<file path="src/rtl/core/crcpd_pkg.sv">
// Shared types, register map and CRC-16 byte update for the packet deframer.
// Used by crcpd_regs, crcpd_parser and crc_packet_deframer.
package crcpd_pkg;

	localparam int unsigned CFG_ADDR_W = 4;
	localparam int unsigned CFG_DATA_W = 32;
	localparam int unsigned M_TDATA_W  = 136;

	localparam logic [1:0] REG_MAGIC    = 2'd0;
	localparam logic [1:0] REG_CRC_INIT = 2'd1;
	localparam logic [1:0] REG_MAX_LEN  = 2'd2;

	localparam logic [15:0] RST_MAGIC    = 16'h0000;
	localparam logic [15:0] RST_CRC_INIT = 16'hFFFF;
	localparam logic [15:0] RST_MAX_LEN  = 16'd1024;

	localparam logic [15:0] CRC_POLY = 16'h1021;

	localparam logic KIND_PAYLOAD = 1'b0;
	localparam logic KIND_VERDICT = 1'b1;

	localparam logic [1:0] STAT_GOOD    = 2'd0;
	localparam logic [1:0] STAT_CRC_ERR = 2'd1;
	localparam logic [1:0] STAT_LEN_ERR = 2'd2;

	typedef struct packed {
		logic [15:0] magic_word;
		logic [15:0] crc_init;
		logic [15:0] max_length;
	} cfg_t;

	typedef struct packed {
		logic        result_kind;
		logic [7:0]  data_byte;
		logic [15:0] byte_index;
		logic [7:0]  frame_type;
		logic [15:0] frame_length;
		logic [15:0] sequence_res;
		logic [1:0]  frame_status;
		logic [31:0] good_frames;
		logic [31:0] bad_frames;
	} result_t;

	function automatic logic [15:0] crc_byte(input logic [15:0] crc, input logic [7:0] b);
		logic [15:0] c;
		c = crc ^ {b, 8'h00};
		for (int i = 0; i < 8; i++) begin
			if (c[15]) begin
				c = {c[14:0], 1'b0} ^ CRC_POLY;
			end else begin
				c = {c[14:0], 1'b0};
			end
		end
		return c;
	endfunction

endpackage

</file>
<file path="src/rtl/core/crcpd_regs.sv">
// APB-style configuration registers of the packet deframer.
// Depends on crcpd_pkg for the register map and reset values.
module crcpd_regs (
	input  logic                                clk,
	input  logic                                arst_n,
	input  logic                                psel,
	input  logic                                penable,
	input  logic                                pwrite,
	input  logic [crcpd_pkg::CFG_ADDR_W-1:0]    paddr,
	input  logic [crcpd_pkg::CFG_DATA_W-1:0]    pwdata,
	output logic [crcpd_pkg::CFG_DATA_W-1:0]    prdata,
	output logic                                pready,
	output crcpd_pkg::cfg_t                     cfg
);
	import crcpd_pkg::*;

	cfg_t       cfg_q;
	logic [1:0] reg_idx;
	logic       wr_en;

	assign reg_idx = paddr[3:2];
	assign pready  = 1'b1;
	assign wr_en   = psel & penable & pwrite & pready;
	assign cfg     = cfg_q;

	always_ff @(posedge clk or negedge arst_n) begin
		if (!arst_n) begin
			cfg_q.magic_word <= RST_MAGIC;
			cfg_q.crc_init   <= RST_CRC_INIT;
			cfg_q.max_length <= RST_MAX_LEN;
		end else if (wr_en) begin
			unique case (reg_idx)
				REG_MAGIC:    cfg_q.magic_word <= pwdata[15:0];
				REG_CRC_INIT: cfg_q.crc_init   <= pwdata[15:0];
				REG_MAX_LEN:  cfg_q.max_length <= pwdata[15:0];
				default: ;
			endcase
		end
	end

	always_comb begin
		unique case (reg_idx)
			REG_MAGIC:    prdata = {16'h0000, cfg_q.magic_word};
			REG_CRC_INIT: prdata = {16'h0000, cfg_q.crc_init};
			REG_MAX_LEN:  prdata = {16'h0000, cfg_q.max_length};
			default:      prdata = '0;
		endcase
	end

endmodule

</file>
<file path="src/rtl/core/crcpd_parser.sv">
// Frame phase machine, header capture, byte-wise CRC-16 and frame counters.
// Depends on crcpd_pkg; produces at most one result per accepted byte.
module crcpd_parser (
	input  logic                 clk,
	input  logic                 arst_n,
	input  crcpd_pkg::cfg_t      cfg,
	input  logic                 byte_en,
	input  logic [7:0]           rx_byte,
	output logic                 res_valid,
	output crcpd_pkg::result_t   res
);
	import crcpd_pkg::*;

	typedef enum logic [3:0] {
		PH_MAGIC1  = 4'd0,
		PH_MAGIC2  = 4'd1,
		PH_TYPE    = 4'd2,
		PH_LEN1    = 4'd3,
		PH_LEN2    = 4'd4,
		PH_SEQ1    = 4'd5,
		PH_SEQ2    = 4'd6,
		PH_PAYLOAD = 4'd7,
		PH_CRC1    = 4'd8,
		PH_CRC2    = 4'd9
	} phase_t;

	phase_t      phase_q, phase_d;
	logic [7:0]  type_q, type_d;
	logic [15:0] length_q, length_d;
	logic [15:0] seq_q, seq_d;
	logic [15:0] count_q, count_d;
	logic [7:0]  crc_lo_q, crc_lo_d;
	logic [15:0] crc_q, crc_d;
	logic [31:0] bad_q, bad_d;
	logic [31:0] good_q, good_d;
	logic [15:0] crc_upd;
	logic [15:0] len_full;
	logic [15:0] count_inc;

	assign crc_upd   = crc_byte(crc_q, rx_byte);
	assign len_full  = {rx_byte, length_q[7:0]};
	assign count_inc = count_q + 16'd1;

	always_comb begin
		phase_d   = phase_q;
		type_d    = type_q;
		length_d  = length_q;
		seq_d     = seq_q;
		count_d   = count_q;
		crc_lo_d  = crc_lo_q;
		crc_d     = crc_q;
		bad_d     = bad_q;
		good_d    = good_q;
		res_valid = 1'b0;
		res       = '0;
		unique case (phase_q)
			PH_MAGIC2: begin
				if (rx_byte == cfg.magic_word[15:8]) begin
					phase_d  = PH_TYPE;
					crc_d    = cfg.crc_init;
					type_d   = '0;
					length_d = '0;
					seq_d    = '0;
					count_d  = '0;
					crc_lo_d = '0;
				end else if (rx_byte != cfg.magic_word[7:0]) begin
					phase_d = PH_MAGIC1;
				end
			end
			PH_TYPE: begin
				type_d  = rx_byte;
				crc_d   = crc_upd;
				phase_d = PH_LEN1;
			end
			PH_LEN1: begin
				length_d = {8'h00, rx_byte};
				crc_d    = crc_upd;
				phase_d  = PH_LEN2;
			end
			PH_LEN2: begin
				length_d = len_full;
				crc_d    = crc_upd;
				if (len_full > cfg.max_length) begin
					bad_d     = bad_q + 32'd1;
					phase_d   = PH_MAGIC1;
					res_valid = 1'b1;
					res.result_kind  = KIND_VERDICT;
					res.frame_status = STAT_LEN_ERR;
				end else begin
					phase_d = PH_SEQ1;
				end
			end
			PH_SEQ1: begin
				seq_d   = {8'h00, rx_byte};
				crc_d   = crc_upd;
				phase_d = PH_SEQ2;
			end
			PH_SEQ2: begin
				seq_d   = {rx_byte, seq_q[7:0]};
				crc_d   = crc_upd;
				count_d = '0;
				phase_d = (length_q == 16'd0) ? PH_CRC1 : PH_PAYLOAD;
			end
			PH_PAYLOAD: begin
				crc_d   = crc_upd;
				count_d = count_inc;
				if (count_inc >= length_q) begin
					phase_d = PH_CRC1;
				end
				res_valid = 1'b1;
				res.result_kind  = KIND_PAYLOAD;
				res.data_byte    = rx_byte;
				res.byte_index   = count_q;
				res.sequence_res = seq_q;
				res.frame_status = STAT_GOOD;
			end
			PH_CRC1: begin
				crc_lo_d = rx_byte;
				phase_d  = PH_CRC2;
			end
			PH_CRC2: begin
				phase_d   = PH_MAGIC1;
				res_valid = 1'b1;
				res.result_kind  = KIND_VERDICT;
				res.sequence_res = seq_q;
				if ({rx_byte, crc_lo_q} == crc_q) begin
					good_d = good_q + 32'd1;
					res.frame_status = STAT_GOOD;
				end else begin
					bad_d = bad_q + 32'd1;
					res.frame_status = STAT_CRC_ERR;
				end
			end
			default: begin
				phase_d = (rx_byte == cfg.magic_word[7:0]) ? PH_MAGIC2 : PH_MAGIC1;
			end
		endcase
		res.frame_type   = type_d;
		res.frame_length = length_d;
		res.good_frames  = good_d;
		res.bad_frames   = bad_d;
	end

	always_ff @(posedge clk or negedge arst_n) begin
		if (!arst_n) begin
			phase_q  <= PH_MAGIC1;
			type_q   <= '0;
			length_q <= '0;
			seq_q    <= '0;
			count_q  <= '0;
			crc_lo_q <= '0;
			crc_q    <= RST_CRC_INIT;
			bad_q    <= '0;
			good_q   <= '0;
		end else if (byte_en) begin
			phase_q  <= phase_d;
			type_q   <= type_d;
			length_q <= length_d;
			seq_q    <= seq_d;
			count_q  <= count_d;
			crc_lo_q <= crc_lo_d;
			crc_q    <= crc_d;
			bad_q    <= bad_d;
			good_q   <= good_d;
		end
	end

endmodule

</file>
<file path="src/rtl/core/crc_packet_deframer.sv">
// Top level of the CRC-16 packet deframer: config port, parser, output register.
// Depends on crcpd_pkg, crcpd_regs and crcpd_parser.
//
// Usage:
//   s_tvalid/s_tready/s_tdata carry one received byte per request.
//   m_tvalid/m_tready/m_tdata/m_tuser carry results: a payload byte
//   (m_tuser = 0) as it arrives, or a frame verdict (m_tuser = 1) after the
//   second CRC byte or after a length above max_length.
//   Bytes that yield no result (hunt, header, CRC) produce nothing on m_*.
//   A result appears on m_* in the cycle after its byte is accepted.
//   Throughput: one byte per cycle unless m_* stalls; phase step and byte-wide
//   CRC update complete between the input handshake and the output register.
//   s_tready is high while the output register is empty or being drained,
//   so a stalled receiver holds the pending result and back-pressures s_*.
//   Reset clears the phase machine to the start-word hunt, zeroes both frame
//   counters and loads the registers with magic 0, CRC seed 0xFFFF and
//   length limit 1024. Write registers through APB only while idle.
module crc_packet_deframer (
	input  logic                                clk,
	input  logic                                arst_n,
	input  logic                                s_tvalid,
	output logic                                s_tready,
	input  logic [7:0]                          s_tdata,  // [7:0] rx_byte
	output logic                                m_tvalid,
	input  logic                                m_tready,
	// [7:0] data_byte, [23:8] byte_index, [31:24] frame_type,
	// [47:32] frame_length, [63:48] sequence_res, [65:64] frame_status,
	// [97:66] good_frames, [129:98] bad_frames, [135:130] zero
	output logic [crcpd_pkg::M_TDATA_W-1:0]     m_tdata,
	output logic                                m_tuser,  // [0] result_kind
	input  logic                                psel,
	input  logic                                penable,
	input  logic                                pwrite,
	input  logic [crcpd_pkg::CFG_ADDR_W-1:0]    paddr,
	input  logic [crcpd_pkg::CFG_DATA_W-1:0]    pwdata,
	output logic [crcpd_pkg::CFG_DATA_W-1:0]    prdata,
	output logic                                pready
);
	import crcpd_pkg::*;

	cfg_t    cfg;
	logic    byte_en;
	logic    res_valid;
	result_t res;
	result_t out_q;
	logic    out_valid_q;

	crcpd_regs u_regs (
		.clk     (clk),
		.arst_n  (arst_n),
		.psel    (psel),
		.penable (penable),
		.pwrite  (pwrite),
		.paddr   (paddr),
		.pwdata  (pwdata),
		.prdata  (prdata),
		.pready  (pready),
		.cfg     (cfg)
	);

	crcpd_parser u_parser (
		.clk       (clk),
		.arst_n    (arst_n),
		.cfg       (cfg),
		.byte_en   (byte_en),
		.rx_byte   (s_tdata),
		.res_valid (res_valid),
		.res       (res)
	);

	assign s_tready = ~out_valid_q | m_tready;
	assign byte_en  = s_tvalid & s_tready;

	always_ff @(posedge clk or negedge arst_n) begin
		if (!arst_n) begin
			out_valid_q <= 1'b0;
		end else if (byte_en) begin
			out_valid_q <= res_valid;
		end else if (m_tready) begin
			out_valid_q <= 1'b0;
		end
	end

	always_ff @(posedge clk) begin
		if (byte_en) begin
			out_q <= res;
		end
	end

	assign m_tvalid = out_valid_q;
	assign m_tuser  = out_q.result_kind;
	assign m_tdata  = {6'b000000, out_q.bad_frames, out_q.good_frames, out_q.frame_status,
		out_q.sequence_res, out_q.frame_length, out_q.frame_type, out_q.byte_index,
		out_q.data_byte};

endmodule
</file>
<file path="config.mk">
export PLATFORM = sky130hd
export DESIGN_NAME = crc_packet_deframer
export DESIGN_NICKNAME = d
export VERILOG_FILES = /design/src/rtl/core/crcpd_pkg.sv /design/src/rtl/core/crcpd_regs.sv /design/src/rtl/core/crcpd_parser.sv /design/src/rtl/core/crc_packet_deframer.sv
export SDC_FILE = /design/constraint.sdc
export NUM_CORES = 1
export LEC_CHECK = 0
export BUFFER_PORTS_ARGS = -buffer_cell sky130_fd_sc_hd__buf_2
export CELL_PAD_IN_SITES_DETAIL_PLACEMENT = 0
export CELL_PAD_IN_SITES_GLOBAL_PLACEMENT = 1
export CORE_ASPECT_RATIO = 0.9
export CORE_MARGIN = 2
export CORE_UTILIZATION = 41
export DETAILED_ROUTE_END_ITERATION = 8
export PLACE_DENSITY = 0.82
export SLEW_MARGIN = 0
export SYNTH_ARGS = -nofsm -noshare
export SYNTH_HDL_FRONTEND = slang
export SYNTH_SLANG_ARGS = --single-unit
</file>
<file path="constraint.sdc">
create_clock -name clk -period 6.5 [get_ports clk]
set_clock_uncertainty 0.15 [all_clocks]
set_input_delay 1.625 -clock clk [delete_from_list [all_inputs] [get_ports clk]]
set_output_delay 1.625 -clock clk [all_outputs]
set_load 0.05 [all_outputs]
</file>
# Word level (Yosys, flattened, before mapping)
# Cells that the tools add are included.
# op_classes
addsub,3
n_lt_le_gt_ge,2
n_eq_ne,18
mux,40
n_bitwise,15
reduce_logical,19
# op_table
cell,count
$pmux 16 s3,4
$mux 32,4
$mux 13,8
$add 32x1->32 const B,2
$pmux 32 s2,1
$mux 16,3
$pmux 4 s9,1
$pmux 16 s2,1
$pmux 8 s2,2
$not 3->3,8
$add 16x1->16 const B,1
$eq 16x16->1,1
$eq 4x3->1 const B,4
$eq 8x8->1,2
$ge 16x16->1,1
$gt 16x16->1,1
$logic_not 16->1,1
$mux 4,4
$mux 8,2
$xor 16x16->16,1
$reduce_and 3->1,5
$eq 4x2->1 const B,2
$eq 4x4->1 const B,2
$ne 8x8->1,1
other kinds (20),35
# totals
register_bits,328

# Depth between registers and ports, before layout
# Gate-level depths: netlist (run 1).
# depth
word_depth,18
depth_mapped,15
mapped_depth_nobuf,14

# By module
# A second synthesis (run 1) with hierarchy kept.
# unflattened
hier_cells,1378
hier_area_um2,16025.4
# by_module_without_submodules
mod,n_inst,cells_each,area_per_inst_um2,seq_area_each_um2
crcpd_parser,1,1057,9634.2,3723.6
crc_packet_deframer,1,143,4037.6,3958.8
crcpd_regs,1,178,2353.5,1222.4

# Worst setup path before layout (run 1)
# No wires, ideal clock.
# synth_path
path_type,input to register
start,in m_tready
end,reg u_parser.type_q[0]
setup_time_ns,0.126
arrival_ns,7.547
required_ns,6.224
path_slack_ns,-1.323
path_stages,6
n_path_buf,1
path_cell_list,nand2b_1 > nand2_1 > clkinv_1 > clkbuf_1 > nand3_1 > a22o_1
# synth_between
elab_chain_cells,2
# synth_rtl
item,line,source
"start, declared",crc_packet_deframer.sv:25,"input logic m_tready,"
$or 1x1->1,crc_packet_deframer.sv:71,assign s_tready = ~out_valid_q | m_tready;
$and 1x1->1,crc_packet_deframer.sv:72,assign byte_en = s_tvalid & s_tready;
net byte_en,crc_packet_deframer.sv:42,logic byte_en;
"end signal, assigned",crcpd_parser.sv:157,type_q <= type_d;
"end, declared",crcpd_parser.sv:28,"logic [7:0] type_q, type_d;"
# The timed path passes the listed nets, and every way through them passes these cells.
# A chain may end at the register's enable or synchronous reset.

# Worst setup path in the final report (run 1)
# layout_path
start,in paddr[2] (netlist name)
end,out prdata[8] (netlist name)
# layout_between
elab_chain_cells,2
word_cells_on_any_way,4
cone_classes,2 x eq/ne; 1 x mux; 1 x reduce/logical
# layout_rtl
item,line,source
"start, declared",crc_packet_deframer.sv:34,"input logic [crcpd_pkg::CFG_ADDR_W-1:0] paddr,"
$eq 2x2->1 (tied with other cells),crcpd_regs.sv:42,unique case (reg_idx)
$pmux 16 s3 *,crcpd_regs.sv:42,
"end, declared",crc_packet_deframer.sv:36,"output logic [crcpd_pkg::CFG_DATA_W-1:0] prdata,"
# Mark *: on every way between the ends. The rest lies on a longest branch, timed or not.

==> flow_summary.yaml, run 1 <==
run_status:
  status: "finished clean"
pwr:
  vdd_drop_max_mv: 0.141
  power_density_mw_per_mm2: 286
  p_leak_nw: 8.08
logic_synthesis:
  yosysTopAreaCellShare_pct: 25.7
  synth-xor-area-share_pct: 10.4
  yosys.area_share.simple_pct: 14.3
  async_flop_share_pct: 60.1
  synth_seq_cells: 328
  ys_types: 65
  synth_enable_flop_cells: 131
  synth_top_family_by_area: "simple AND/OR/NAND/NOR gates"
  yosys.area_share.adder_pct: 2.74
  ys_top_cells_by_area: "dfrtp_1, edfxtp_1, xnor2_1"
  ys.flop_type: "dfrtp_1"
  synthesis.area_mm2: 0.0160
  ys_warn_count: 0
  postSynthAreaPerCell_um2: 11.3
  yosys-top-cells-count: "dfrtp_1, nand2_1, edfxtp_1"
  synthMuxAreaShare_pct: 4.61
  yosysMostFrequentCell: "dfrtp_1"
  ys_seq_area_share_pct: 55.8
  synth_compound_area_share_pct: 8.31
  synth_top_area_cell: "dfrtp_1"
  synthCells: 1412
layout:
  fillers: 3477
  fin_nets: 1663
  final_cells: 2130
  final_area_mm2: 0.0185
  drive_gt1_share_pct: 22.0
  area_growth_pct: 15.6
  postLayoutCoreUtil_pct: 48.1
  regArea_mm2: 0.00890
  multi_input_area_mm2: 0.00654
  n_antenna_cell: 0
floorplanning:
  core_mm2: 0.0384
  die_h_um: 191
  rows: 68
  io-pin-count: 223
  die_w_um: 212
  initial_core_util_pct: 41.6
  dieArea_mm2: 0.0405
timing:
  drv_slew: 0
  finalCritPeriodShare_pct: 79.5
  slew_headroom_pct: 29.8
  report.final.setup_viol: 0
  post-route-min-period_ps: 5170
  timing_hold_violations_final: 0
  fmaxAchievable_mhz: 194
  tightest_slew_ps: 1050
  fin_tns_setup_ps: 0
  rsz0062_at_grt: "false"
clocking:
  cts_buffers: 37
  cts_tree: "built"
  clkTransAtPathRegs_ps: 60
  clock_latency_ps: 530
  root_buffer: "clkbuf_16"
  clk_path_buf_depth: 3
  clock-sinks: 328
  cts_max_level: 2
  post_cts_buffers: 0
  cts_hold_buffers: 0
  post_cts_resized: 0
detailed_routing:
  wl_per_cell_um: 17.5
  drc: 0
  ant_nets: 0
  drt-pass1-iter-count: 5
  vias: 10900
  drt-total-wl_mm: 37.3
  drtIter0Drc: 683
  viasPerCell: 5.11
critical_path:
  worstPathRequired_ps: 4720
  worstRegToRegCells: 14
  worst_ep_arrival_time_ps: 3390
  worst_setup_path_end_kind: "primary output"
  crit_path_start_kind: "primary input"
  path_max_fanout: 20
  setup.worst_path.class: "in -> out"
global_route:
  grt_pass1_vias: 10700
  grt_usage_pct: 18.6
  antenna_found_initial: 0
  grt_overflow: 0
  grt_max_degree: 120
  grt_pass1_wl_mm: 59.2
placed_design:
  gp_congestion: 0.828
  place_hpwl_mm: 25.1
  dpl.cell_count: 2063
  place_area_mm2: 0.0173
  io_buffers: 181
flow_run:
  max_cap_violations: 0
hold_path:
  holdPathStages: 2
  hp-class: "reg -> reg"
==> stage by stage <==
stage               setup slack (ps)  power, mW  hold WS, ps
floorplan                       1000       3.09          292
global placement                1340       3.29          308
detailed placement              1350       3.30          319
CTS                             1350       5.33          332
global route                    1190       5.50          357
finish                          1330       5.28          325
==> layout make-up <==
type                            instances  share of cell area (%)
Multi-Input combinational cell        969                    35.4
Sequential cell                       328                    48.2
Clock buffer                           43                    5.14
Clock inverter                         24                    1.13
Inverter                               48                    1.00
Tap cell                              525                    3.56
Timing Repair Buffer                  193                    5.51
==> layer usage <==
metal / vias up / GRT usage (%) / wire length, um
met1: 5293 / 26.9 / 17700
li1: 5231 / - / -
met5: - / 0 / 0
met3: 50 / 3.78 / 2320
met2: 312 / 28.7 / 16600
met4: 0 / 4.33 / 653
==> worst max-delay path, cell delays in order <==
cell     delay [ps]
buf_2           300
nor2b_1         640
buf_4           280
nand2_1          60
o21ai_0         130
buf_2           330
==> cell usage in the layout (no fill, tap or decap), drive strengths merged, types with 3 or more instances in the layout <==
| cell type | n |
|---|---|
| o21ai | 77 |
| a211oi | 4 |
| and3 | 22 |
| nor2b | 21 |
| nand2 | 146 |
| nand3 | 60 |
| xor2 | 67 |
| ha | 35 |
| o211ai | 5 |
| a21oi | 26 |
| nor3 | 29 |
| dfstp | 33 |
| mux2i | 24 |
| clkinvlp | 3 |
| and2 | 29 |
| edfxtp | 131 |
| nand4 | 24 |
| bufinv | 3 |
| clkinv | 16 |
| nand2b | 9 |
| nor2 | 90 |
| a22o | 65 |
| inv | 50 |
| and4 | 6 |
| xnor2 | 119 |
| or2 | 3 |
| buf | 192 |
| mux2 | 44 |
| dfrtp | 164 |
| clkbuf | 44 |
| conb | 23 |
| nor4 | 10 |
==> where the power goes <==
part           internal [mW]  switching [mW]
Clock                   1.17           0.850
Combinational          0.276           0.524
Sequential              2.35           0.116
==> sequential cells by signal, indices dropped and copies added, names as in the netlist <==
register	flops
u_parser.phase_q	4
m_tdata	130
u_parser.count_q	16
u_parser.bad_q	32
u_parser.crc_q	16
u_parser.length_q	16
m_tuser	1
u_parser.good_q	32
u_regs.cfg	48
m_tvalid	1
u_parser.crc_lo_q	8
u_parser.seq_q	16
u_parser.type_q	8
==> cells by family (layout without fill, tap and decap cells) <==
logic type	Yosys count	in the layout
compound gates	197	197
xor+xnor	186	186
fa+ha+maj	35	35
buf+inv	136	308
flops	328	328
mux	68	68
other cells	2	23
simple gates	460	460
==> path summary, 6_finish.rpt <==
check	endpoint	startpoint	slack, ps
worst max-delay path	prdata[8]	paddr[2]	1330
worst min-delay path	u_parser.seq_q[2]	u_parser.seq_q[2]	320
worst max register to register	u_parser.phase_q[2]	u_parser.count_q[0]	2310
worst min register to register	u_parser.seq_q[2]	u_parser.seq_q[2]	320
max in group asynchronous	u_parser.count_q[0]	arst_n	4110
min in group asynchronous	u_parser.bad_q[31]	arst_n	950
Note: power is estimated with default switching activity, not from simulation.
==> run 2, diff against run 1 <==
clock period = 5.17 ns   (was 6.5 ns; I/O delays follow)
==> run 2 against run 1 <==
Register-to-register slack lost 1300 ps. Cell count grew 0.47%. Clock power increased by 28%. Via count increased by 1.4%. Count of clock-buffer cells in the layout up 2. Largest power group unchanged. Total power increased by 27%. Cell area increased by 0.56%. Core utilization up 0.27 points. Sequential power rose by 26%. Routed wire length rose by 2.1%. Sequential cell count did not move.
==> flow_summary.yaml, run 2 (synthesis results as in run 1) <==
critical_path:
  rrSetupSlack_ps: 1030
  crit-reg2reg-capture: "u_parser.phase_q[2]"
  cpLargestDelayFamily: "buffers and inverters"
  worst_setup_path_end_kind: "primary output"
  worstRegToRegCells: 14
  path_buf_inv: 3
  worst_ep_arrival_time_ps: 2780
  reg2reg_from: "u_parser.count_q[0]"
  setup.worst_path.class: "in -> out"
  worstPathRequired_ps: 3730
  crit_chain: "buf_2 > nor2b_1 > buf_4 > nand2_1 > o21ai_0 > buf_2"
  path_max_fanout: 20
  cpPeakStageDelay_ps: 340
  slowest_stage: "buf_2"
  path_common_cell: "buf_2"
  crit_path_start_kind: "primary input"
layout:
  fin_nets: 1673
  n_antenna_cell: 0
  postLayoutCoreUtil_pct: 48.4
  area_growth_pct: 16.2
  most-common-layout-cells: "buf_2, dfrtp_1, nand2_1, edfxtp_1, xnor2_1"
  drive_gt1_share_pct: 22.5
  layout_commonest_cell: "buf_2"
  largest_reg_flops: 130
pwr:
  switching_share_pct: 28.0
  combPwrFrac_pct: 15.2
  vdd_drop_max_mv: 0.299
  p_leak_nw: 8.13
  power_density_mw_per_mm2: 361
  p_int_mw: 4.82
  clockPowerShare_pct: 38.5
  power.switching_mw: 1.87
  pwr-share-seq_pct: 46.3
detailed_routing:
  vias: 11000
  drt-pass1-iter-count: 5
  drtIter0Drc: 635
  drc: 0
  wl_per_cell_um: 17.8
  drt-total-wl_mm: 38.1
  ant_nets: 0
  viasPerCell: 5.16
floorplanning:
  die_h_um: 191
  core_mm2: 0.0384
  initial_core_util_pct: 41.6
  rows: 68
  dieArea_mm2: 0.0405
  die_w_um: 212
  io-pin-count: 223
clocking:
  post_cts_buffers: 0
  clk_path_buf_depth: 3
  root_buffer: "clkbuf_16"
  cts_tree: "built"
  clkTransAtPathRegs_ps: 60
  clock_latency_ps: 530
  cts_buffers: 36
  cts_max_level: 2
  post_cts_resized: 0
  cts_hold_buffers: 0
  clock-sinks: 328
global_route:
  grt_usage_pct: 18.9
  grt_pass1_wl_mm: 59.9
  grt_max_degree: 67
  grt_pass1_vias: 10800
  grt_overflow: 0
  antenna_found_initial: 0
timing:
  slew_headroom_pct: 30.2
  fin_tns_setup_ps: 0
  rsz0062_at_grt: "false"
  drv_slew: 0
  tightest_slew_ps: 1040
  fmaxAchievable_mhz: 237
  timing_hold_violations_final: 0
  post-route-min-period_ps: 4220
  finalCritPeriodShare_pct: 81.7
  report.final.setup_viol: 0
run_status:
  status: "finished clean"
flow_run:
  max_cap_violations: 0
placed_design:
  gp_congestion: 0.847
  io_buffers: 181
  place_hpwl_mm: 25.9
hold_path:
  min-delay-start: "u_parser.seq_q[5]"
  worstHoldEndpoint: "u_parser.seq_q[5]"
  holdPathStages: 2
  hp-class: "reg -> reg"
==> run 2: tightest hold or removal path, delay by kind of cell (launching register included) <==
family          cells  cell delay [ps]
compound gates      1               60
simple gates        1               40
flops               1              330
==> run 2: layout make-up <==
type	instances	area [um2]
clock buffer	45	956
inverter	48	185
sequential	328	8900
tap	525	657
fill	3485	19800
timing repair buffer	204	1100
clock inverter	21	220
multi-input combinational	969	6540
==> run 2: metrics by stage <==
stage	instances	hold WS [ps]	cell area [um2]	setup slack, ps	power, mW
2_1_floorplan	1433	292	16000	47.5	3.88
3_3_place_gp	2074	310	17400	754	4.14
3_5_place_dp	2074	315	17400	734	4.16
4_1_cts	2140	328	18600	999	6.75
5_1_grt	2140	345	18600	571	6.97
6_report	2140	322	18600	948	6.69
==> run 2: power groups by stage <==
stage | Combinational (mW) | Sequential (mW) | Clock, mW
after floorplan | 0.627 | 3.25 | 0
after global placement | 0.999 | 3.14 | 0
after detailed placement | 1.01 | 3.15 | 0
after CTS | 1.02 | 3.10 | 2.64
after global routing | 1.10 | 3.12 | 2.74
final | 1.02 | 3.10 | 2.58
==> run 2: worst max-delay path by stage <==
stage	from	to	slack [ps]	cells after the start
after global placement	s_tdata[5]	m_tdata[114]	750	10
after floorplan	m_tready	u_parser.type_q[0]	50	6
after detailed placement	s_tdata[5]	m_tdata[114]	730	10
after global routing	u_parser.count_q[0]	u_parser.phase_q[2]	570	14
after CTS	paddr[2]	prdata[0]	1000	6
final	paddr[2]	prdata[3]	950	6
==> run 2: per-layer routing <==
layer | up-vias | wire, um | GRT usage [%]
met4 | 0 | 624 | 4.23
met3 | 52 | 2220 | 3.07
li1 | 5244 | - | -
met1 | 5414 | 18200 | 27.8
met5 | - | 0 | 0
met2 | 331 | 17100 | 29.1
==> run 3, diff against run 2 <==
clock period = 4.15 ns   (was 5.17 ns; I/O delays follow)
==> run 3 against run 2 <==
Total power up 23%. Routed wire length rose by 0.78%. Die area stayed put. Clock power up 19%. Sequential cell count unchanged. Worst hold slack better by 2.9 ps. Critical path depth rose by 8. Global-route usage increased by 0.40 points. Largest cell class unchanged.
==> flow_summary.yaml, run 3 (synthesis results as in run 1) <==
run_status:
  status: "finished clean"
floorplanning:
  dieArea_mm2: 0.0405
  die_h_um: 191
  rows: 68
  core_mm2: 0.0384
  initial_core_util_pct: 41.6
  io-pin-count: 223
  die_w_um: 212
detailed_routing:
  drtIter0Drc: 752
  ant_nets: 0
  viasPerCell: 5.11
  drc: 0
  wl_per_cell_um: 17.8
  vias: 11000
  drt-pass1-iter-count: 5
  drt-total-wl_mm: 38.4
critical_path:
  worst_ep_arrival_time_ps: 4000
  crit_path_start_kind: "flip-flop"
  cp-startpoint: "u_parser.count_q[0]"
  worstPathRequired_ps: 4410
  setup.worst_path.class: "reg -> reg"
  reg2reg_from: "u_parser.count_q[0]"
  worst_setup_path_end_kind: "flip-flop"
  path_max_fanout: 7
clocking:
  clk_path_buf_depth: 3
  cts_buffers: 36
  root_buffer: "clkbuf_16"
  cts_max_level: 2
  clock_latency_ps: 550
  clock-sinks: 328
  post_cts_buffers: 0
  clkTransAtPathRegs_ps: 60
  cts_tree: "built"
pwr:
  p_int_mw: 5.88
  power.switching_mw: 2.33
  pwr-share-seq_pct: 47.1
  switching_share_pct: 28.4
  power_density_mw_per_mm2: 440
  vdd_drop_max_mv: 0.272
  p_leak_nw: 8.18
  power.total_mw: 8.20
  clockPowerShare_pct: 37.3
  combPwrFrac_pct: 15.6
global_route:
  grt_max_degree: 81
  grt_pass1_vias: 10800
  grt_overflow: 0
  grt_usage_pct: 19.3
  antenna_found_initial: 0
  grt_pass1_wl_mm: 60.6
timing:
  fin_tns_setup_ps: 0
  fin_ws_ps: 410
  report.final.setup_viol: 0
  drv_slew: 0
  post-route-min-period_ps: 3740
  finalCritPeriodShare_pct: 90.1
  tightest_slew_ps: 1150
  slew_headroom_pct: 22.7
  rsz0062_at_grt: "false"
  timing_hold_violations_final: 0
  fmaxAchievable_mhz: 267
placed_design:
  place_ws_ps: 232
  io_buffers: 181
  gp_congestion: 0.839
  dpl.cell_count: 2090
  place_hpwl_mm: 26.5
layout:
  fin_nets: 1689
  fillers: 3487
  layout_commonest_cell: "buf_2"
  area_growth_pct: 16.8
  regArea_mm2: 0.00890
  multi_input_area_mm2: 0.00655
  most-common-layout-cells: "buf_2, dfrtp_1, nand2_1, edfxtp_1, xnor2_1"
  final_cells: 2156
  n_antenna_cell: 0
  largest_reg_flops: 130
  postLayoutCoreUtil_pct: 48.6
  drive_gt1_share_pct: 22.9
flow_run:
  max_cap_violations: 0
hold_path:
  hp-class: "in -> async"
run 3: stage by stage:
stage | hold slack (ps) | instance area (um2)
2_1_floorplan | 292 | 16100
3_3_place_gp | 307 | 17500
3_5_place_dp | 312 | 17500
4_1_cts | 326 | 18600
5_1_grt | 357 | 18600
6_report | 325 | 18600
run 3: final cells by class:
| class | instances | share of cell area [%] |
|---|---|---|
| clock buffer | 53 | 5.40 |
| clock inverter | 13 | 0.544 |
| inverter | 48 | 0.993 |
| multi-input combinational | 969 | 35.1 |
| sequential | 328 | 47.8 |
| tap | 525 | 3.52 |
| timing repair buffer | 220 | 6.68 |
run 3: final timing paths:
path                                        to  slack [ps]  cells past startpoint
max                        u_parser.phase_q[2]         410                     14
min reg2reg                  u_parser.seq_q[4]         330                      2
min                         u_parser.bad_q[28]         330                      1
max in group asynchronous   u_parser.crc_q[12]        2630                      2
min in group clk             u_parser.seq_q[4]         330                      2
max reg2reg                u_parser.phase_q[2]         410                     14
run 3: timing repair:
action                                  4_1_cts  5_1_grt
endpoints found under the setup margin        0        1
gates resized for setup                       0        1
hold buffers                                  0        0
run 3: worst max-delay path, cell delays in order, from the launching register on:
cell and delay (ps):
dfrtp_1 450, nand3_1 110, nor2_1 140, and3_1 290
nand3_1 190, nor2_1 180, xor2_1 240, ha_1 300
a21oi_1 140, o21ai_0 120, a2111oi_0 400, o41a_1 250
o31ai_2 140, nand3_1 180, mux2_2 350
run 3: power by group through the flow:
stage | Combinational (mW) | Clock (mW) | Sequential, mW
2_1_floorplan | 0.784 | 0 | 4.05
3_3_place_gp | 1.26 | 0 | 3.92
3_5_place_dp | 1.28 | 0 | 3.93
4_1_cts | 1.28 | 3.12 | 3.87
5_1_grt | 1.38 | 3.26 | 3.90
6_report | 1.28 | 3.06 | 3.87
run 3: routing by layer:
metal	GRT usage (%)	share of wire [%]	wire length, um
met1	28.1	48	18300
met2	29.6	45	17200
met3	3.12	5.6	2160
met4	5.39	1.9	724
met5	0	0	0
